==> config.mk <==
export PLATFORM = sky130hd
export DESIGN_NAME = ggc_mean
export DESIGN_NICKNAME = d
export VERILOG_FILES = /design/src/hdl/ggc_pkg.sv /design/src/hdl/ggc_mean.sv
export SDC_FILE = /design/constraint.sdc
export NUM_CORES = 2
export LEC_CHECK = 0
export BUFFER_PORTS_ARGS = -buffer_cell sky130_fd_sc_hd__buf_4
export CAP_MARGIN = 20
export CORE_AREA = 3 3 258 260
export CTS_BUF_LIST = sky130_fd_sc_hd__clkbuf_8
export DETAILED_ROUTE_END_ITERATION = 8
export DIE_AREA = 0 0 261 263
export GPL_TIMING_DRIVEN = 0
export PLACE_DENSITY = 0.7
export SLEW_MARGIN = 10
export SYNTH_ARGS = -nofsm -noshare
export SYNTH_HDL_FRONTEND = slang
export SYNTH_SLANG_ARGS = --single-unit
==> constraint.sdc <==
create_clock -name clk -period 16.6 [get_ports clk]
set_clock_uncertainty 0.2 [all_clocks]
set_input_delay 0.83 -clock clk [delete_from_list [all_inputs] [get_ports clk]]
set_output_delay 0.83 -clock clk [all_outputs]
set_load 0.1 [all_outputs]
==> src/hdl/ggc_pkg.sv <==
package ggc_pkg;

  // Q.31 fixed point, 1.0 = 2^31
  localparam int FX      = 31;
  localparam int PW      = 32;
  localparam int CFG_IW  = 2;
  localparam int CFG_DW  = 16;

  // register indexes
  localparam logic [CFG_IW-1:0] REG_WEIGHT_RED   = 2'd0;
  localparam logic [CFG_IW-1:0] REG_WEIGHT_GREEN = 2'd1;
  localparam logic [CFG_IW-1:0] REG_WEIGHT_BLUE  = 2'd2;
  localparam logic [CFG_IW-1:0] REG_GAMMA_VALUE  = 2'd3;

  // 2^32 - 1 = 255 * RECIP_255
  localparam logic [24:0] RECIP_255 = 25'd16843009;

  // payload carried through the power pipeline
  typedef struct packed {
    logic          dz;  // gray level is zero
    logic [PW-1:0] p;   // running product
    logic [PW-1:0] r;   // current root of x
  } pw_t;

endpackage

==> src/hdl/ggc_mean.sv <==
module ggc_mean import ggc_pkg::*; (
  input  logic              clk,
  input  logic              rst_n,
  input  logic              en,
  input  logic              vld_i,
  input  logic [7:0]        red_i,
  input  logic [7:0]        green_i,
  input  logic [7:0]        blue_i,
  input  logic [CFG_DW-1:0] w_red,
  input  logic [CFG_DW-1:0] w_green,
  input  logic [CFG_DW-1:0] w_blue,
  output logic              vld_o,
  output logic [7:0]        d_o
);

  localparam int NW = 26;
  localparam int DW = 18;

  logic [8:0]    v_r;
  logic [NW-1:0] rem_r [9];
  logic [DW-1:0] den_r [9];
  logic [7:0]    q_r   [9];

  logic [NW-1:0] num_nxt;
  logic [DW-1:0] den_nxt;

  // weighted sum; a zero weight sum divides 0 by 1
  always_comb begin
    den_nxt = DW'(w_red) + DW'(w_green) + DW'(w_blue);
    num_nxt = NW'(w_red) * NW'(red_i) + NW'(w_green) * NW'(green_i)
            + NW'(w_blue) * NW'(blue_i);
    if (den_nxt == '0) begin
      den_nxt = DW'(1);
      num_nxt = '0;
    end
  end

  always_ff @(posedge clk) begin
    if (!rst_n) begin
      v_r[0] <= 1'b0;
    end else if (en) begin
      v_r[0] <= vld_i;
    end
  end

  always_ff @(posedge clk) begin
    if (en) begin
      rem_r[0] <= num_nxt;
      den_r[0] <= den_nxt;
      q_r[0]   <= '0;
    end
  end

  // restoring divide, one quotient bit per stage
  for (genvar j = 0; j < 8; j++) begin : g_div
    logic [NW-1:0] dsh;
    logic          ge;
    assign dsh = NW'(den_r[j]) << (7 - j);
    assign ge  = rem_r[j] >= dsh;

    always_ff @(posedge clk) begin
      if (!rst_n) begin
        v_r[j+1] <= 1'b0;
      end else if (en) begin
        v_r[j+1] <= v_r[j];
      end
    end

    always_ff @(posedge clk) begin
      if (en) begin
        rem_r[j+1] <= ge ? rem_r[j] - dsh : rem_r[j];
        den_r[j+1] <= den_r[j];
        q_r[j+1]   <= q_r[j] | (ge ? (8'd1 << (7 - j)) : 8'd0);
      end
    end
  end

  assign vld_o = v_r[8];
  assign d_o   = q_r[8];

endmodule

Word-level counts from Yosys, hierarchy flattened
Memories as Yosys holds them, arrays and structs flattened.
Index checks and enable logic that the tools add are counted.
Operators by class
  add/sub/neg operators: 12
  $mul: 3
  div/mod/pow operators: 0
  order comparisons: 8
  eq/ne operators: 0
  shift-type cells: 0
  muxes and demuxes: 20
  bitwise logic cells: 8
  reduce and logical (&&, ||, !) cells: 1
Operators by type and width (number)
  26-bit 2-to-1 mux: 9
  16-bit by 8-bit multiplier with 24-bit output: 3
  25-bit by 24-bit adder with 26-bit output: 1
  26-bit by 18-bit >= comparator with 1-bit output: 1
  26-bit by 19-bit >= comparator with 1-bit output: 1
  26-bit by 20-bit >= comparator with 1-bit output: 1
  26-bit by 21-bit >= comparator with 1-bit output: 1
  26-bit by 22-bit >= comparator with 1-bit output: 1
  26-bit by 23-bit >= comparator with 1-bit output: 1
  26-bit by 24-bit >= comparator with 1-bit output: 1
  26-bit by 25-bit >= comparator with 1-bit output: 1
  26-bit by 18-bit subtractor with 26-bit output: 1
  26-bit by 19-bit subtractor with 26-bit output: 1
  26-bit by 20-bit subtractor with 26-bit output: 1
  26-bit by 21-bit subtractor with 26-bit output: 1
  26-bit by 22-bit subtractor with 26-bit output: 1
  26-bit by 23-bit subtractor with 26-bit output: 1
  26-bit by 24-bit subtractor with 26-bit output: 1
  26-bit by 25-bit subtractor with 26-bit output: 1
  24-bit by 24-bit adder with 25-bit output: 1
  17-bit by 16-bit adder with 18-bit output: 1
  18-bit logical NOT: 1
  18-bit 2-to-1 mux: 1
  16-bit by 16-bit adder with 17-bit output: 1
  other kinds (16): 18
Word-level totals
  register bits after elaboration: 9
  bits in latches: 0
  bits in writable memories: 468
  ROM bits: 0
  bits of input ports: 76
  output and inout bits: 9
  word-level logic and storage cells: 64
  memories: 3
Memory list
  rem_r: words 9, bits a word 26, read ports 8, clocked after Yosys merged registers in 0, write ports 9, line ggc_mean.sv:20  | logic [NW-1:0] rem_r [9];
  den_r: words 9, bits a word 18, read ports 8, clocked after Yosys merged registers in 0, write ports 9, line ggc_mean.sv:21  | logic [DW-1:0] den_r [9];
  q_r: words 9, bits a word 8, read ports 9, clocked after Yosys merged registers in 0, write ports 9, line ggc_mean.sv:22  | logic [7:0] q_r [9];

Logic depth before layout (Yosys ltp)
  depth after elaboration: 4
  mapped depth: 25
  depth with buffers taken out: 24

Worst setup path before layout
Ideal clock, no wire load.
  path type: input-to-reg
  from: in blue_i[1]
  to: mem rem_r[0][24] (data pin)
  setup time: 0.152 ns
  arrival: 6.846 ns
  data required time: 16.248 ns
  setup slack: 9.403 ns
  stages on the path: 20
  buffers on the path: 1
  cells stage by stage: clkbuf_1 -> nand2_1 -> fa_1 -> fa_1 -> inv_1 -> fa_1 -> fa_1 -> fa_1 -> fa_1 -> inv_1 -> fa_1 -> inv_1 -> ha_1 -> and3_1 -> a221o_1 -> a21oi_1 -> o22ai_1 -> o221ai_1 -> or4b_2 -> a31oi_1
RTL lines
  start, declared: line ggc_mean.sv:8  | input logic [7:0] blue_i,
  end, declared: line ggc_mean.sv:20

==> flow_metrics.env <==
export IMPL_status="finished, final reports clean"
export IMPL_dr_pass1_iters=6
export IMPL_critical_path_class="primary input to flip-flop"
export IMPL_drtIter0Drc=1653
export IMPL_drt_wl_total_mm=77.6
export IMPL_netlist_area_um2=34600
export IMPL_grt_pass1_vias=24100
export IMPL_slowest_delay_ns=0.57
export IMPL_synth_seq_cells=397
export IMPL_cts_buffers_inserted=70
export IMPL_clock_path_buffers=3
export IMPL_async_flop_share=0
export IMPL_period_needed_ns=7.96
export IMPL_clk_pin_slew_ns=0.06
export IMPL_die_w_um=261
export IMPL_wl_met2_mm=37.0
export IMPL_rsz0062_at_grt="false"
export IMPL_hold_viol_final=0
export IMPL_yosysMostFrequentCell="inv_1"
export IMPL_holdBufCountCts=0
export IMPL_grt_ovfl_total=0
export IMPL_fill_cells=5509
export IMPL_port_buffer_count=84
export IMPL_wl_met1_mm=32.9
export IMPL_avgSynthCellArea_um2=10.4
export IMPL_die_area_um2=68600
export IMPL_cp_start_kind="primary input"
export IMPL_synthTopCellsByCount="inv_1, edfxtp_1, fa_1, nand2_1, ha_1"
export IMPL_final_nets=4190
export IMPL_cts_setup_buffers=0
export IMPL_synthCells=3328
export IMPL_cts_tree="yes"
export IMPL_cts_max_level=3
export IMPL_slew_headroom=0.431
export IMPL_top_layer_used="met4"
export IMPL_antenna_found_initial=1
export IMPL_grt_max_degree=129
export IMPL_cp_required_ns=16.78
export IMPL_synth_edf_count=388
export IMPL_syn_to_final_growth_pct=9.24
export IMPL_insertion_delay_ns=0.64
export IMPL_cp_max_fo=10
export IMPL_holdCritPathClass="flip-flop to flip-flop"
export IMPL_ant_nets=0
export IMPL_initial_utilization=0.538
export IMPL_finalCritPeriodShare=0.479
export IMPL_grt_pass1_wl_mm=125
export IMPL_path_common_cell="fa_1"
export IMPL_synth_top_area_share=0.337
export IMPL_synth_area_leader_cell="edfxtp_1"
export IMPL_maxCapViolations=0
export IMPL_dp_hpwl_mm=63.6
export IMPL_cp_slowest_cell="fa_1"
export IMPL_cts_sinks=397
export IMPL_routedWlPerCell_um=17.7
export IMPL_seq_area_frac_synth=0.342
export IMPL_ios=85
export IMPL_num_vias=23800
export IMPL_ys_dominant_reg_cell="edfxtp_1"
export IMPL_cts_root_buf="clkbuf_8"
export IMPL_max_freq_mhz=126
export IMPL_critPathCaptureType="flip-flop"
export IMPL_synth_warnings=0
export IMPL_tns_ns=0
export IMPL_synth_area_leaders="edfxtp_1, fa_1, ha_1"
export IMPL_cts_resized=0
export IMPL_routed_via_density=5.41
export IMPL_synth_cell_types=79
export IMPL_grt_use_total=0.232
export IMPL_gp_congestion=0.943
export IMPL_drc=0
export IMPL_drive_gt1_frac=0.0684
export IMPL_final_max_slew_viol_count=0
export IMPL_finalSetupViolations=0
export IMPL_path_cells="buf_4 -> clkbuf_1 -> nand2_1 -> fa_1 -> fa_1 -> fa_1 -> inv_1 -> fa_1 -> fa_1 -> inv_1 -> fa_1 -> inv_1 -> fa_1 -> ha_1 -> nor2b_1 -> o31a_1 -> o31ai_1 -> a2111o_1 -> nand3_1 -> a31oi_1 -> nor2_1 -> nor4_1"
export IMPL_route_met3_wl_mm=5.40
export IMPL_chipHeight_um=263
export IMPL_syn_nets=4031
export IMPL_rows=93
export IMPL_core_um2=64300
export IMPL_worstPathArrival_ns=8.14
export IMPL_tightest_slew_ns=0.851
[critical path, delay by kind of cell]
kind | cells | cell delay, ns
buffers and inverters | 5 | 0.89
and+or+nand+nor | 5 | 0.97
AOI/OAI and AO/OA | 4 | 1.51
adders and majority gates | 8 | 3.92
[layer usage]
layer,vias up,track usage
met5,-,0
met4,0,0.0664
met3,144,0.0453
met2,664,0.381
met1,11600,0.315
li1,11400,-
[layout make-up]
cell class / instances / area (um^2) / area share
Inverter: 602 / 2260 / 0.0598
Tap cell: 855 / 1070 / 0.0283
Clock inverter: 54 / 440 / 0.0116
Timing Repair Buffer: 87 / 721 / 0.0191
Antenna cell: 1 / 2.50 / 0.0000662
Buffer: 69 / 309 / 0.00817
Multi-Input combinational cell: 2260 / 20200 / 0.535
Clock buffer: 70 / 963 / 0.0255
Sequential cell: 397 / 11800 / 0.313
[path summary, 6_finish.rpt]
path	startpoint	end	slack [ns]	cells after the start
min reg2reg	q_r[0][52]	q_r[0][60]	0.21	0
max	red_i[4]	rem_r[0][25]	8.64	22
min	q_r[0][52]	q_r[0][60]	0.21	0
max reg2reg	rem_r[0][36]	rem_r[0][71]	12.27	8
[sequential cells by signal (all words and copies together) (netlist names)]
register / count
rem_r: 208
den_r: 144
q_r: 36
v_r: 8
vld_o: 1
[per-stage QoR]
step           utilization  area [um^2]  worst slack [ns]  hold WS (ns)  std cells
5_1_grt              0.587        37800              8.21         0.219       4394
2_1_floorplan            -        34600              9.40         0.200       3328
3_3_place_gp         0.564        36300              8.07         0.202       4267
6_report             0.588        37800              8.64         0.212       4395
3_5_place_dp         0.566        36400              8.00         0.205       4270
4_1_cts              0.587        37800              8.64         0.195       4394
[cells by family (layout without fill, tap and decap cells)]
kind of cell / after synthesis / in the layout / synth area share
AO/OA/AOI/OAI: 527 / 527 / 0.0982
flip-flops: 397 / 397 / 0.342
buffers and inverters: 671 / 882 / 0.0742
adder cells (fa/ha/maj): 627 / 627 / 0.305
other: 0 / 1 / 0
AND/OR/NAND/NOR: 930 / 930 / 0.134
multiplexers: 35 / 35 / 0.0107
XOR/XNOR: 141 / 141 / 0.0359
[cells in the final DEF, fill, tap and decap left out, types with 70 or more instances in the layout]
| cell | n |
|---|---|
| nand2_1 | 345 |
| inv_1 | 623 |
| ha_1 | 266 |
| edfxtp_1 | 388 |
| a21oi_1 | 133 |
| and2_1 | 212 |
| nor2_1 | 135 |
| o21ai_0 | 146 |
| xnor2_1 | 71 |
| clkbuf_8 | 70 |
| fa_1 | 361 |
| buf_4 | 91 |
Power is left out: the tool's default activity adds up to more than one toggle a clock period on the data nets, which glitch-free logic cannot reach.
